File: src/rtl/wavhp_pkg.sv
// Shared types and constants of the WAV header parser.
// No dependencies; imported by the core, the result queue, the top level and the testbench.
`timescale 1ns / 1ps
`default_nettype none
package wavhp_pkg;

    // Result kinds
    localparam logic [1:0] KIND_PAYLOAD = 2'd0;
    localparam logic [1:0] KIND_HEADER  = 2'd1;
    localparam logic [1:0] KIND_ERROR   = 2'd2;
    localparam logic [1:0] KIND_TRUNC   = 2'd3;

    // Error codes
    localparam logic [2:0] ERR_NONE       = 3'd0;
    localparam logic [2:0] ERR_NOT_RIFF   = 3'd1;
    localparam logic [2:0] ERR_NOT_WAVE   = 3'd2;
    localparam logic [2:0] ERR_NO_FMT     = 3'd3;
    localparam logic [2:0] ERR_NOT_PCM    = 3'd4;
    localparam logic [2:0] ERR_NO_DATA    = 3'd5;
    localparam logic [2:0] ERR_SHORT_FMT  = 3'd6;

    // Result queue geometry
    localparam int RQ_DEPTH = 8;
    localparam int RQ_AW    = $clog2(RQ_DEPTH);

    // One result item
    typedef struct packed {
        logic [1:0]  kind;
        logic [7:0]  payload_byte;
        logic [31:0] smp_rate;
        logic [15:0] channel_count;
        logic [15:0] bits_per_sample;
        logic [31:0] data_length;
        logic [2:0]  error_code;
        logic        last;
    } t_res;

    // Results produced by the parser for one byte; b only valid with a
    typedef struct packed {
        logic a_vld;
        logic b_vld;
        t_res a;
        t_res b;
    } t_push;

endpackage
`default_nettype wire

File: src/rtl/wavhp_if.sv
// Handshake channel interfaces of the WAV header parser: byte input and result output.
// No dependencies.
`timescale 1ns / 1ps
`default_nettype none
interface wavhp_in_if;
    logic       valid;
    logic       ready;
    logic [7:0] in_byte;
    logic       end_of_input;

    modport source (output valid, output in_byte, output end_of_input, input ready);
    modport sink   (input valid, input in_byte, input end_of_input, output ready);
endinterface

interface wavhp_out_if;
    logic        valid;
    logic        ready;
    logic [1:0]  kind;
    logic [7:0]  payload_byte;
    logic [31:0] smp_rate;
    logic [15:0] channel_count;
    logic [15:0] bits_per_sample;
    logic [31:0] data_length;
    logic [2:0]  error_code;
    logic        last;

    modport source (output valid, output kind, output payload_byte, output smp_rate,
                    output channel_count, output bits_per_sample, output data_length,
                    output error_code, output last, input ready);
    modport sink   (input valid, input kind, input payload_byte, input smp_rate,
                    input channel_count, input bits_per_sample, input data_length,
                    input error_code, input last, output ready);
endinterface
`default_nettype wire

File: src/rtl/wavhp_core.sv
// Parser state machine: consumes one registered file byte per cycle while i_vld is high, emits 0..2 results.
// Depends on wavhp_pkg.
`timescale 1ns / 1ps
`default_nettype none
module wavhp_core (
    input  wire                  i_clk,
    input  wire                  i_rst_n,
    input  wire                  i_vld,
    input  wire [7:0]            i_byte,
    input  wire                  i_eoi,
    output wavhp_pkg::t_push     o_push
);
    import wavhp_pkg::*;

    localparam logic [3:0] PH_RIFF  = 4'd0;
    localparam logic [3:0] PH_RSIZE = 4'd1;
    localparam logic [3:0] PH_WAVE  = 4'd2;
    localparam logic [3:0] PH_ID    = 4'd3;
    localparam logic [3:0] PH_SIZE  = 4'd4;
    localparam logic [3:0] PH_FMT   = 4'd5;
    localparam logic [3:0] PH_SKIP  = 4'd6;
    localparam logic [3:0] PH_PAD   = 4'd7;
    localparam logic [3:0] PH_DATA  = 4'd8;
    localparam logic [3:0] PH_WAIT  = 4'd9;

    localparam logic [31:0] TAG_RIFF = 32'h4646_4952;
    localparam logic [31:0] TAG_WAVE = 32'h4556_4157;
    localparam logic [31:0] TAG_FMT  = 32'h2074_6D66;
    localparam logic [31:0] TAG_DATA = 32'h6174_6164;
    localparam logic [31:0] FMT_CORE = 32'd16;
    localparam logic [15:0] FMT_PCM  = 16'd1;

    logic [3:0]  r_phase,  n_phase;
    logic [3:0]  r_bcnt,   n_bcnt;
    logic [31:0] r_tag,    n_tag;
    logic [31:0] r_clen,   n_clen;
    logic        r_fmt_ok, n_fmt_ok;
    logic [15:0] r_ftag,   n_ftag;
    logic [15:0] r_chan,   n_chan;
    logic [31:0] r_rate,   n_rate;
    logic [15:0] r_depth,  n_depth;
    logic [31:0] r_rem,    n_rem;
    logic [31:0] r_cid,    n_cid;
    logic        r_pad,    n_pad;

    logic        emit_vld;
    t_res        emit_res;
    logic        eoi_vld;
    t_res        eoi_res;
    logic [31:0] skip_len;

    // Next state and results for the current byte
    always_comb begin
        n_phase  = r_phase;
        n_bcnt   = r_bcnt;
        n_tag    = r_tag;
        n_clen   = r_clen;
        n_fmt_ok = r_fmt_ok;
        n_ftag   = r_ftag;
        n_chan   = r_chan;
        n_rate   = r_rate;
        n_depth  = r_depth;
        n_rem    = r_rem;
        n_cid    = r_cid;
        n_pad    = r_pad;
        emit_vld = 1'b0;
        emit_res = '0;
        eoi_vld  = 1'b0;
        eoi_res  = '0;
        skip_len = r_clen - FMT_CORE;

        if (i_vld) begin
            unique case (r_phase)
                PH_RIFF, PH_RSIZE, PH_WAVE, PH_ID, PH_SIZE: begin
                    n_tag  = {i_byte, r_tag[31:8]};
                    n_bcnt = r_bcnt + 4'd1;
                    if (r_bcnt == 4'd3) begin
                        n_bcnt = '0;
                        unique case (r_phase)
                            PH_RIFF: begin
                                if (n_tag != TAG_RIFF) begin
                                    emit_vld            = 1'b1;
                                    emit_res.kind       = KIND_ERROR;
                                    emit_res.error_code = ERR_NOT_RIFF;
                                    emit_res.last       = 1'b1;
                                    n_phase             = PH_WAIT;
                                end else begin
                                    n_phase = PH_RSIZE;
                                end
                            end
                            PH_RSIZE: n_phase = PH_WAVE;
                            PH_WAVE: begin
                                if (n_tag != TAG_WAVE) begin
                                    emit_vld            = 1'b1;
                                    emit_res.kind       = KIND_ERROR;
                                    emit_res.error_code = ERR_NOT_WAVE;
                                    emit_res.last       = 1'b1;
                                    n_phase             = PH_WAIT;
                                end else begin
                                    n_phase = PH_ID;
                                end
                            end
                            PH_ID: begin
                                n_cid   = n_tag;
                                n_phase = PH_SIZE;
                            end
                            default: begin
                                // Size field complete: dispatch on chunk id
                                n_clen = n_tag;
                                if (r_cid == TAG_FMT) begin
                                    if (n_tag < FMT_CORE) begin
                                        emit_vld            = 1'b1;
                                        emit_res.kind       = KIND_ERROR;
                                        emit_res.error_code = ERR_SHORT_FMT;
                                        emit_res.last       = 1'b1;
                                        n_phase             = PH_WAIT;
                                    end else begin
                                        n_phase = PH_FMT;
                                    end
                                end else if (r_cid == TAG_DATA) begin
                                    emit_vld = 1'b1;
                                    if (!r_fmt_ok) begin
                                        emit_res.kind       = KIND_ERROR;
                                        emit_res.error_code = ERR_NO_FMT;
                                        emit_res.last       = 1'b1;
                                        n_phase             = PH_WAIT;
                                    end else if (r_ftag != FMT_PCM) begin
                                        emit_res.kind       = KIND_ERROR;
                                        emit_res.error_code = ERR_NOT_PCM;
                                        emit_res.last       = 1'b1;
                                        n_phase             = PH_WAIT;
                                    end else begin
                                        n_rem                    = n_tag;
                                        emit_res.kind            = KIND_HEADER;
                                        emit_res.smp_rate        = r_rate;
                                        emit_res.channel_count   = r_chan;
                                        emit_res.bits_per_sample = r_depth;
                                        emit_res.data_length     = n_tag;
                                        emit_res.last            = (n_tag == '0);
                                        n_phase = (n_tag == '0) ? PH_WAIT : PH_DATA;
                                    end
                                end else begin
                                    n_rem   = n_tag;
                                    n_pad   = n_tag[0];
                                    n_phase = (n_tag != '0) ? PH_SKIP :
                                              (n_tag[0] ? PH_PAD : PH_ID);
                                end
                            end
                        endcase
                    end
                end
                PH_FMT: begin
                    // Capture the 16 core bytes of the fmt chunk
                    unique case (r_bcnt)
                        4'd0:    n_ftag  = {8'd0, i_byte};
                        4'd1:    n_ftag  = {i_byte, r_ftag[7:0]};
                        4'd2:    n_chan  = {8'd0, i_byte};
                        4'd3:    n_chan  = {i_byte, r_chan[7:0]};
                        4'd4:    n_rate  = {24'd0, i_byte};
                        4'd5:    n_rate  = {16'd0, i_byte, r_rate[7:0]};
                        4'd6:    n_rate  = {8'd0, i_byte, r_rate[15:0]};
                        4'd7:    n_rate  = {i_byte, r_rate[23:0]};
                        4'd14:   n_depth = {8'd0, i_byte};
                        4'd15:   n_depth = {i_byte, r_depth[7:0]};
                        default: ;
                    endcase
                    n_bcnt = r_bcnt + 4'd1;
                    if (r_bcnt == 4'd15) begin
                        n_bcnt   = '0;
                        n_fmt_ok = 1'b1;
                        n_rem    = skip_len;
                        n_pad    = r_clen[0];
                        n_phase  = (skip_len != '0) ? PH_SKIP :
                                   (r_clen[0] ? PH_PAD : PH_ID);
                    end
                end
                PH_SKIP: begin
                    n_rem = r_rem - 32'd1;
                    if (r_rem == 32'd1) begin
                        n_phase = r_pad ? PH_PAD : PH_ID;
                    end
                end
                PH_PAD: n_phase = PH_ID;
                PH_DATA: begin
                    n_rem                 = r_rem - 32'd1;
                    emit_vld              = 1'b1;
                    emit_res.kind         = KIND_PAYLOAD;
                    emit_res.payload_byte = i_byte;
                    emit_res.last         = (r_rem == 32'd1);
                    if (r_rem == 32'd1) begin
                        n_phase = PH_WAIT;
                    end
                end
                default: ;
            endcase

            // End of file: close out the stream and return to the reset state
            if (i_eoi) begin
                if (n_phase != PH_WAIT) begin
                    eoi_vld      = 1'b1;
                    eoi_res.last = 1'b1;
                    if (n_phase == PH_DATA) begin
                        eoi_res.kind = KIND_TRUNC;
                    end else begin
                        eoi_res.kind = KIND_ERROR;
                        if (n_phase == PH_RIFF) begin
                            eoi_res.error_code = ERR_NOT_RIFF;
                        end else if (n_phase == PH_RSIZE || n_phase == PH_WAVE) begin
                            eoi_res.error_code = ERR_NOT_WAVE;
                        end else begin
                            eoi_res.error_code = ERR_NO_DATA;
                        end
                    end
                end
                n_phase  = PH_RIFF;
                n_bcnt   = '0;
                n_tag    = '0;
                n_clen   = '0;
                n_fmt_ok = 1'b0;
                n_ftag   = '0;
                n_chan   = '0;
                n_rate   = '0;
                n_depth  = '0;
                n_rem    = '0;
                n_cid    = '0;
                n_pad    = 1'b0;
            end
        end
    end

    // Pack results so that slot a is filled first
    always_comb begin
        o_push.a_vld = emit_vld | eoi_vld;
        o_push.b_vld = emit_vld & eoi_vld;
        o_push.a     = emit_vld ? emit_res : eoi_res;
        o_push.b     = eoi_res;
    end

    // Parser state
    always_ff @(posedge i_clk) begin
        if (!i_rst_n) begin
            r_phase  <= PH_RIFF;
            r_bcnt   <= '0;
            r_tag    <= '0;
            r_clen   <= '0;
            r_fmt_ok <= 1'b0;
            r_ftag   <= '0;
            r_chan   <= '0;
            r_rate   <= '0;
            r_depth  <= '0;
            r_rem    <= '0;
            r_cid    <= '0;
            r_pad    <= 1'b0;
        end else begin
            r_phase  <= n_phase;
            r_bcnt   <= n_bcnt;
            r_tag    <= n_tag;
            r_clen   <= n_clen;
            r_fmt_ok <= n_fmt_ok;
            r_ftag   <= n_ftag;
            r_chan   <= n_chan;
            r_rate   <= n_rate;
            r_depth  <= n_depth;
            r_rem    <= n_rem;
            r_cid    <= n_cid;
            r_pad    <= n_pad;
        end
    end

endmodule
`default_nettype wire

File: src/rtl/wavhp_rq.sv
// Result queue: takes up to two results per cycle, hands out one per transfer.
// Depends on wavhp_pkg.
`timescale 1ns / 1ps
`default_nettype none
module wavhp_rq (
    input  wire                       i_clk,
    input  wire                       i_rst_n,
    input  wire wavhp_pkg::t_push     i_push,
    input  wire                       i_pop,
    output wavhp_pkg::t_res           o_head,
    output logic [wavhp_pkg::RQ_AW:0] o_count
);
    import wavhp_pkg::*;

    t_res             r_mem [RQ_DEPTH];
    logic [RQ_AW-1:0] r_wp, n_wp;
    logic [RQ_AW-1:0] r_rp, n_rp;
    logic [RQ_AW:0]   r_cnt, n_cnt;
    logic [RQ_AW-1:0] wp_b;

    always_comb begin
        wp_b  = r_wp + RQ_AW'(i_push.a_vld);
        n_wp  = r_wp + RQ_AW'(i_push.a_vld) + RQ_AW'(i_push.b_vld);
        n_rp  = r_rp + RQ_AW'(i_pop);
        n_cnt = r_cnt + (RQ_AW+1)'(i_push.a_vld) + (RQ_AW+1)'(i_push.b_vld)
                - (RQ_AW+1)'(i_pop);
    end

    // Storage writes
    always_ff @(posedge i_clk) begin
        if (i_push.a_vld) begin
            r_mem[r_wp] <= i_push.a;
        end
        if (i_push.b_vld) begin
            r_mem[wp_b] <= i_push.b;
        end
    end

    // Pointers and fill count
    always_ff @(posedge i_clk) begin
        if (!i_rst_n) begin
            r_wp  <= '0;
            r_rp  <= '0;
            r_cnt <= '0;
        end else begin
            r_wp  <= n_wp;
            r_rp  <= n_rp;
            r_cnt <= n_cnt;
        end
    end

    assign o_head  = r_mem[r_rp];
    assign o_count = r_cnt;

endmodule
`default_nettype wire

File: src/rtl/wav_header_parser.sv
// Order: a byte is registered on transfer and parsed in the next cycle; its results are
// written into the result queue and offered on the output from there, in order.
// Throughput: one byte per cycle unless stalled; a byte yields at most two results, and
// input stalls unless the 8-entry queue has room for them and for a byte in flight.
// Reset: synchronous active-low; parser returns to the RIFF tag search, queue empties.
// Top level of the WAV header parser. Depends on wavhp_pkg, wavhp_if, wavhp_core, wavhp_rq.
`timescale 1ns / 1ps
`default_nettype none
module wav_header_parser (
    input  wire         i_clk,
    input  wire         i_rst_n,
    wavhp_in_if.sink    i_in,
    wavhp_out_if.source o_out
);
    import wavhp_pkg::*;

    logic           r_in_vld;
    logic [7:0]     r_in_byte;
    logic           r_in_eoi;
    t_push          push;
    t_res           head;
    logic [RQ_AW:0] rq_count;
    logic           in_xfer;
    logic           out_xfer;

    // Accept a byte only if the queue has room for two results beyond the byte in flight
    assign i_in.ready = ({1'b0, rq_count} + (r_in_vld ? (RQ_AW+2)'(2) : '0))
                        <= (RQ_AW+2)'(RQ_DEPTH - 2);
    assign in_xfer    = i_in.valid & i_in.ready;

    // Input register
    always_ff @(posedge i_clk) begin
        if (!i_rst_n) begin
            r_in_vld <= 1'b0;
        end else begin
            r_in_vld <= in_xfer;
        end
    end

    always_ff @(posedge i_clk) begin
        if (in_xfer) begin
            r_in_byte <= i_in.in_byte;
            r_in_eoi  <= i_in.end_of_input;
        end
    end

    wavhp_core u_core (
        .i_clk   (i_clk),
        .i_rst_n (i_rst_n),
        .i_vld   (r_in_vld),
        .i_byte  (r_in_byte),
        .i_eoi   (r_in_eoi),
        .o_push  (push)
    );

    wavhp_rq u_rq (
        .i_clk   (i_clk),
        .i_rst_n (i_rst_n),
        .i_push  (push),
        .i_pop   (out_xfer),
        .o_head  (head),
        .o_count (rq_count)
    );

    // Output channel
    assign o_out.valid           = (rq_count != '0);
    assign out_xfer              = o_out.valid & o_out.ready;
    assign o_out.kind            = head.kind;
    assign o_out.payload_byte    = head.payload_byte;
    assign o_out.smp_rate        = head.smp_rate;
    assign o_out.channel_count   = head.channel_count;
    assign o_out.bits_per_sample = head.bits_per_sample;
    assign o_out.data_length     = head.data_length;
    assign o_out.error_code      = head.error_code;
    assign o_out.last            = head.last;

    // Queue never overfills
    a_rq_bound: assert property (@(posedge i_clk) disable iff (!i_rst_n)
        rq_count <= (RQ_AW+1)'(RQ_DEPTH))
        else $error("result queue overflow");

    // A byte being parsed always finds room for two results
    a_rq_room: assert property (@(posedge i_clk) disable iff (!i_rst_n)
        r_in_vld |-> rq_count <= (RQ_AW+1)'(RQ_DEPTH - 2))
        else $error("no room for results of parsed byte");

    // A second result for one byte is the end-of-file result and closes the stream
    a_second_last: assert property (@(posedge i_clk) disable iff (!i_rst_n)
        push.b_vld |-> (push.a_vld && push.b.last && !push.a.last))
        else $error("bad second result");

    // Nothing is produced without a parsed byte
    a_no_spurious: assert property (@(posedge i_clk) disable iff (!i_rst_n)
        !r_in_vld |-> !push.a_vld)
        else $error("result without input");

endmodule
`default_nettype wire

File: src/flat_wrapper.sv
// flat-port wrapper written by rule: the top's interface ports become plain ports
module wav_header_parser_flat import wavhp_pkg::*;
  (i_clk, i_rst_n, i_in_valid, i_in_in_byte, i_in_end_of_input, i_in_ready, o_out_valid, o_out_kind, o_out_payload_byte, o_out_smp_rate, o_out_channel_count, o_out_bits_per_sample, o_out_data_length, o_out_error_code, o_out_last, o_out_ready);
  wavhp_in_if i_in_i ();
  wavhp_out_if o_out_i ();
  input  wire i_clk;
  input  wire i_rst_n;
  input wire logic [$bits(i_in_i.valid)-1:0] i_in_valid;
  input wire logic [$bits(i_in_i.in_byte)-1:0] i_in_in_byte;
  input wire logic [$bits(i_in_i.end_of_input)-1:0] i_in_end_of_input;
  output wire logic [$bits(i_in_i.ready)-1:0] i_in_ready;
  output wire logic [$bits(o_out_i.valid)-1:0] o_out_valid;
  output wire logic [$bits(o_out_i.kind)-1:0] o_out_kind;
  output wire logic [$bits(o_out_i.payload_byte)-1:0] o_out_payload_byte;
  output wire logic [$bits(o_out_i.smp_rate)-1:0] o_out_smp_rate;
  output wire logic [$bits(o_out_i.channel_count)-1:0] o_out_channel_count;
  output wire logic [$bits(o_out_i.bits_per_sample)-1:0] o_out_bits_per_sample;
  output wire logic [$bits(o_out_i.data_length)-1:0] o_out_data_length;
  output wire logic [$bits(o_out_i.error_code)-1:0] o_out_error_code;
  output wire logic [$bits(o_out_i.last)-1:0] o_out_last;
  input wire logic [$bits(o_out_i.ready)-1:0] o_out_ready;
  assign i_in_i.valid = i_in_valid;
  assign i_in_i.in_byte = i_in_in_byte;
  assign i_in_i.end_of_input = i_in_end_of_input;
  assign i_in_ready = i_in_i.ready;
  assign o_out_valid = o_out_i.valid;
  assign o_out_kind = o_out_i.kind;
  assign o_out_payload_byte = o_out_i.payload_byte;
  assign o_out_smp_rate = o_out_i.smp_rate;
  assign o_out_channel_count = o_out_i.channel_count;
  assign o_out_bits_per_sample = o_out_i.bits_per_sample;
  assign o_out_data_length = o_out_i.data_length;
  assign o_out_error_code = o_out_i.error_code;
  assign o_out_last = o_out_i.last;
  assign o_out_i.ready = o_out_ready;
  wav_header_parser u_core (.i_clk(i_clk), .i_rst_n(i_rst_n), .i_in(i_in_i), .o_out(o_out_i));
endmodule
File: config.mk
export PLATFORM = sky130hd
export DESIGN_NAME = wav_header_parser_flat
export DESIGN_NICKNAME = d
export VERILOG_FILES = /design/src/rtl/wavhp_pkg.sv /design/src/rtl/wavhp_if.sv /design/src/rtl/wavhp_core.sv /design/src/rtl/wavhp_rq.sv /design/src/rtl/wav_header_parser.sv /design/src/flat_wrapper.sv
export SDC_FILE = /design/constraint.sdc
export NUM_CORES = 2
export LEC_CHECK = 0
export BUFFER_PORTS_ARGS = -buffer_cell sky130_fd_sc_hd__buf_4
export CAP_MARGIN = 20
export CORE_MARGIN = 3
export CORE_UTILIZATION = 35
export DETAILED_ROUTE_END_ITERATION = 16
export PLACE_DENSITY = 0.54
export SLEW_MARGIN = 20
export SYNTH_ARGS = -nofsm -noshare
export SYNTH_HDL_FRONTEND = slang
export SYNTH_HIERARCHICAL = 1
export SYNTH_SLANG_ARGS = --single-unit
export TNS_END_PERCENT = 100
File: constraint.sdc
create_clock -name i_clk -period 24.6 [get_ports i_clk]
set_input_delay 0 -clock i_clk [delete_from_list [all_inputs] [get_ports i_clk]]
set_output_delay 0 -clock i_clk [all_outputs]
set_load 0.005 [all_outputs]
== After elaboration in Yosys (flattened, before gate mapping) ==
Memories as Yosys holds them, arrays and structs flattened. A register that Yosys moved wholly into a read port is not among the register bits.
Cells that the tools add are included.

* $add $sub $neg: 10
* Order comparisons: 2
* Equality and inequality tests: 41
* Multiplexer cells: 123
* Bitwise operators: 4
* Reductions and logical operators: 46

{| class="wikitable"
|+ Operators by type and width
! kind !! number
|-
| $mux 32 || 20
|-
| $mux 96 || 4
|-
| $mux 110 || 2
|-
| $mux 100 || 2
|-
| $pmux 32 s4 || 1
|-
| $mux 99 || 1
|-
| $mux 16 || 6
|-
| $pmux 16 s2 || 3
|-
| $pmux 32 s3 || 1
|-
| $mux 4 || 20
|-
| $ne 32x31->1 const B || 2
|-
| $reduce_bool 32->1 || 2
|-
| $mux 3 || 11
|-
| $eq 32x1->1 const B || 1
|-
| $eq 32x30->1 const B || 1
|-
| $eq 32x31->1 const B || 1
|-
| $eq 4x3->1 const B || 8
|-
| $logic_not 32->1 || 1
|-
| $lt 32x5->1 const B || 1
|-
| $sub 32x1->32 const B || 1
|-
| $sub 32x5->32 const B || 1
|-
| $mux 1 || 28
|-
| $mux 2 || 14
|-
| $reduce_and 4->1 || 6
|-
| 39 further kinds || 88
|}

* Register bits: 238
* Memory bits (writable): 880
* Output and inout bits: 112
* Memories: 1

{| class="wikitable"
|+ Memories
! name !! words !! width !! read ports !! clocked after memory_dff !! wr ports !! RTL line !! RTL
|-
| u_core.u_rq.r_mem || 8 || 110 || 1 || 1 || 2 || wavhp_rq.sv:15 || <nowiki>t_res r_mem [RQ_DEPTH];</nowiki>
|}

== Longest topological paths before layout ==
* Depth after elaboration: 19
* Gate-level depth with buffers: 19
* Mapped depth without buffers: 17

== Hierarchy ==
The synthesis kept the hierarchy.

{| class="wikitable"
|+ By module, submodules not included
! module !! instances !! cells each !! area an instance (µm²) !! sequential area each (µm²)
|-
| wavhp_rq || 1 || 2321 || 44112.3 || 26625.5
|-
| wavhp_core || 1 || 1705 || 12464.5 || 4204.0
|-
| wav_header_parser || 1 || 23 || 379.1 || 290.3
|}

== Worst setup path after synthesis ==
OpenSTA, ideal clock, no wires.

* Kind: reg-to-reg
* Start point: reg u_core.u_core.r_clen[13]
* End point: mem u_core/u_rq/r_mem[4][0] (netlist bit) (enable)
* Setup time: 0.741 ns
* Arrival: 11.114 ns
* Data required time: 23.859 ns
* Slack: 12.744 ns
* Cell stages (with the launch flop): 14
* Path through: dfxtp_1 -> buf_6 -> or4_1 -> buf_2 -> or4_4 -> buf_6 -> nor3_1 -> xor2_1 -> nor4_2 -> a31oi_2 -> nor2_1 -> a31oi_1 -> nand2_1 -> o31ai_1

{| class="wikitable"
|+ RTL lines
! what !! RTL line !! RTL
|-
| start, declared || wavhp_core.sv:36 || <nowiki>logic [31:0] r_clen, n_clen;</nowiki>
|-
| start signal, assigned || wavhp_core.sv:258 || <nowiki>r_clen <= n_clen;</nowiki>
|-
| end, declared || wavhp_rq.sv:15 ||
|}

==> results.yml <==
route:
  dr.max_layer_used: "met5"
  residual_drc_count: 0
  drt_pass1_iterations: 5
  detailroute.wirelength.met2_um: 76320
  detail_route.wl_per_cell_um: 25.34
  ant_nets: 0
  viasPerCell: 5.374
  detailed_route_via_count: 34250
  initialDrtViolationCount: 2779
  finalWirelength_um: 161500
  wire_length_on_met3_um: 7550
  route.layer.met1.wl_um: 74660
global_route:
  grt_usage: 0.1891
  antenna_found_initial: 4
  grt_pass1_vias: 35170
  global_route_wire_length_before_repair_um: 239700
  pin_count_of_the_biggest_net_entering_global_routing: 120
  overflow: 0
critical_path:
  critPathRequiredTime_ps: 25060
  timing.critical_path.fanout_max: 47
  crit_path_start_kind: "register"
  cp.arrival_ps: 8700
  timing_worst_setup_path_type: "reg2reg"
  critPathCaptureType: "register"
sta:
  report.final.slew_viol_count: 0
  setup_tns_ps: 0
  max_clock_freq_mhz: 121.3
  final.setup_skew_ps: 39.31
  slew_headroom: 0.2607
  final-hold-violation-count: 0
  layout_worst_path_cycle_share: 0.3351
  tightestPinTransition_ps: 1109
  worst_hold_slack_ps: 53.61
  period_needed_ps: 8244
  grt_setup_unrepaired: "no"
  final-setup-viol-count: 0
clock_tree:
  cts_resized: 0
  post-cts-setup-buffer-count: 0
  clkSinkCount: 1110
  cts_buffers: 117
  cts-hold-fix-buffers: 21
  ctsLongestPathBuffers: 3
  total_number_of_h_tree_levels: 3
  insertion_delay_ps: 750
  worst_setup_hold_path_clk_slew_ps: 60
  cts_tree: "yes"
  clockRootBuffer: "sky130_fd_sc_hd__clkbuf_16"
pwr:
  power_leakage_nw: 23.25
  fin_total_pwr_mw: 4.441
  power_density_nw_per_um2: 69.88
  worst_vdd_drop_uv: 56.96
yosys:
  synth.lib_cells_used.distinct: 77
  synth-edff-count: 889
  synth-seq-area-share: 0.5464
  yosysWarningCount: 6
  postSynthAreaPerCell_um2: 14.07
  synth.ff_latch_count: 1110
  netlist_instances: 4049
  synth_flop_cell: "sky130_fd_sc_hd__edfxtp_1"
  mappedNetlistArea_um2: 56960
  asyncSetResetFlopFracSynth: 0
floorplan:
  floorplan.die_area_um2: 167600
  num_rows: 147
  initial_util: 0.3535
  die_h_um: 409.4
  placeableCoreArea_um2: 161100
  fp.dieW_um: 409.4
  ios: 125
final_layout:
  layout_commonest_cell: "sky130_fd_sc_hd__mux2_2"
  fin_nets: 4143
  area.sequential_um2: 31130
  area_added_between_synthesis_and_finish_pct: 11.58
  layout_common_cells: "sky130_fd_sc_hd__mux2_2, sky130_fd_sc_hd__edfxtp_1, sky130_fd_sc_hd__nand2_1, sky130_fd_sc_hd__mux4_2, sky130_fd_sc_hd__dfxtp_1"
  num-fill-cells: 15160
  fin_util: 0.3944
  multiInputGateArea_um2: 24140
  n_antenna_cell: 0
  drive_gt1_frac: 0.3792
min_path:
  min_path_type: "in2reg"
placement:
  place_hpwl_um: 89490
  port_buffers: 124
  gp_routability_congestion: 0.8810
outcome:
  status: "finished, final reports clean"
job:
  timing.max_cap.violations: 0
[cell usage after synthesis (all sizes together) (4+ instances only)]
cell type / count / area (um^2)
buf: 255 / 1709
nor4bb: 5 / 50.05
o21ai: 32 / 160.2
mux4: 220 / 4955
nand2b: 9 / 56.30
o22ai: 11 / 68.82
o31ai: 9 / 67.56
xor2: 27 / 244.0
a31oi: 11 / 75.07
and4: 5 / 43.79
nand2: 270 / 1013
or2: 12 / 75.08
and3: 13 / 81.33
or3: 44 / 275.3
a21boi: 4 / 30.03
ha: 18 / 225.2
or4: 14 / 112.6
nand4: 15 / 93.84
inv: 21 / 78.83
nor4: 32 / 212.7
nor2b: 38 / 237.7
and2: 105 / 659.4
edfxtp: 889 / 26700
nor2: 177 / 664.4
xnor2: 27 / 244.0
o21a: 7 / 52.55
a22oi: 19 / 142.6
dfxtp: 221 / 4424
nand3b: 8 / 60.06
o211ai: 7 / 52.55
nor3: 68 / 350.3
a21oi: 206 / 1031
a221oi: 19 / 166.4
nand3: 38 / 190.2
mux2i: 28 / 280.3
nor4b: 9 / 78.83
nor3b: 4 / 30.03
clkbuf: 126 / 473.0
mux2: 990 / 11150
[state kept, by name, summed over array words and instances (netlist names)]
| register | count |
|---|---|
| u_core/u_core/r_depth | 16 |
| u_core/u_core/r_ftag | 16 |
| u_core/u_core/r_tag | 24 |
| u_core/u_core/r_fmt_ok | 1 |
| u_core/r_in_byte | 8 |
| u_core/u_core/r_pad | 1 |
| u_core/u_core/r_rem | 32 |
| u_core/u_core/r_clen | 32 |
| u_core/u_rq/r_rp | 3 |
| u_core/u_rq/r_wp | 3 |
| u_core/u_core/r_rate | 32 |
| u_core/r_in_vld | 1 |
| u_core/u_core/r_cid | 32 |
| u_core/u_core/r_chan | 16 |
| u_core/r_in_eoi | 1 |
| u_core/u_core/r_bcnt | 4 |
| u_core/u_rq/o_count | 4 |
| u_core/u_rq/r_mem | 880 |
| u_core/u_core/r_phase | 4 |
[metrics by stage]
stage	worst slack, ps	area [um^2]	cells
2_1_floorplan	12740	57340	4152
3_3_place_gp	16350	59620	6129
3_5_place_dp	16380	59620	6129
4_1_cts	16350	63540	6373
5_1_grt	15920	63550	6374
6_report	16360	63550	6374
[report_power, final]
part | switching [mW] | leakage [nW] | internal [mW]
clock network | 0.750 | 1.80 | 0.976
registers | 0.0375 | 11.0 | 2.03
logic | 0.349 | 10.4 | 0.295
total | 1.14 | 23.2 | 3.30
[cell families after synthesis]
group | synth area share
AOI/OAI and AO/OA | 0.03677
xor gates and xnor gates | 0.008568
adders and majority gates | 0.004657
buffers and inverters | 0.03983
DFF | 0.5464
muxes | 0.2876
other | 0.00006584
and+or+nand+nor | 0.07608
[routing by layer]
layer | vias up | GRT usage
li1 | 15500 | -
met1 | 17700 | 0.2698
met2 | 888 | 0.3064
met3 | 171 | 0.02429
met4 | 2 | 0.04460
met5 | - | 0
[final cells by class]
class / instances / share of cell area
sequential: 1110 / 0.4899
tap: 2160 / 0.04253
clock inverter: 44 / 0.006281
multi-input combinational: 2638 / 0.3798
inverter: 23 / 0.001437
clock buffer: 179 / 0.05200
timing repair buffer: 220 / 0.02806
[critical path: stages, from the launching register on]
cell and delay, ps:
sky130_fd_sc_hd__dfxtp_1 360, sky130_fd_sc_hd__inv_1 80, sky130_fd_sc_hd__ha_1 390, sky130_fd_sc_hd__or4b_1 580, sky130_fd_sc_hd__nor4_1 510, sky130_fd_sc_hd__nand2_1 230, sky130_fd_sc_hd__mux2i_1 220, sky130_fd_sc_hd__nor4b_1 320
sky130_fd_sc_hd__nand4_1 160, sky130_fd_sc_hd__a211oi_2 710, sky130_fd_sc_hd__a31oi_1 310, sky130_fd_sc_hd__ha_1 290, sky130_fd_sc_hd__ha_1 350, sky130_fd_sc_hd__nand3b_1 410, sky130_fd_sc_hd__nor2_4 900, sky130_fd_sc_hd__buf_4 810
sky130_fd_sc_hd__buf_4 850, sky130_fd_sc_hd__mux2_2 410
[worst paths after layout]
check	from	end	slack [ps]	cells past startpoint
worst max-delay path	u_core/u_core/r_clen[4]$_SDFFE_PN0P_	u_core/u_rq/r_mem[5][70]$_DFFE_PP_	16360	17
worst max register to register	u_core/u_core/r_clen[4]$_SDFFE_PN0P_	u_core/u_rq/r_mem[5][70]$_DFFE_PP_	16360	17
worst min-delay path	i_in_end_of_input	u_core/r_in_eoi$_DFFE_PP_	50	2
worst min register to register	u_core/u_core/r_cid[20]$_SDFFE_PN0P_	u_core/u_core/r_cid[20]$_SDFFE_PN0P_	450	2
Note: power is estimated with default switching activity, not from simulation.
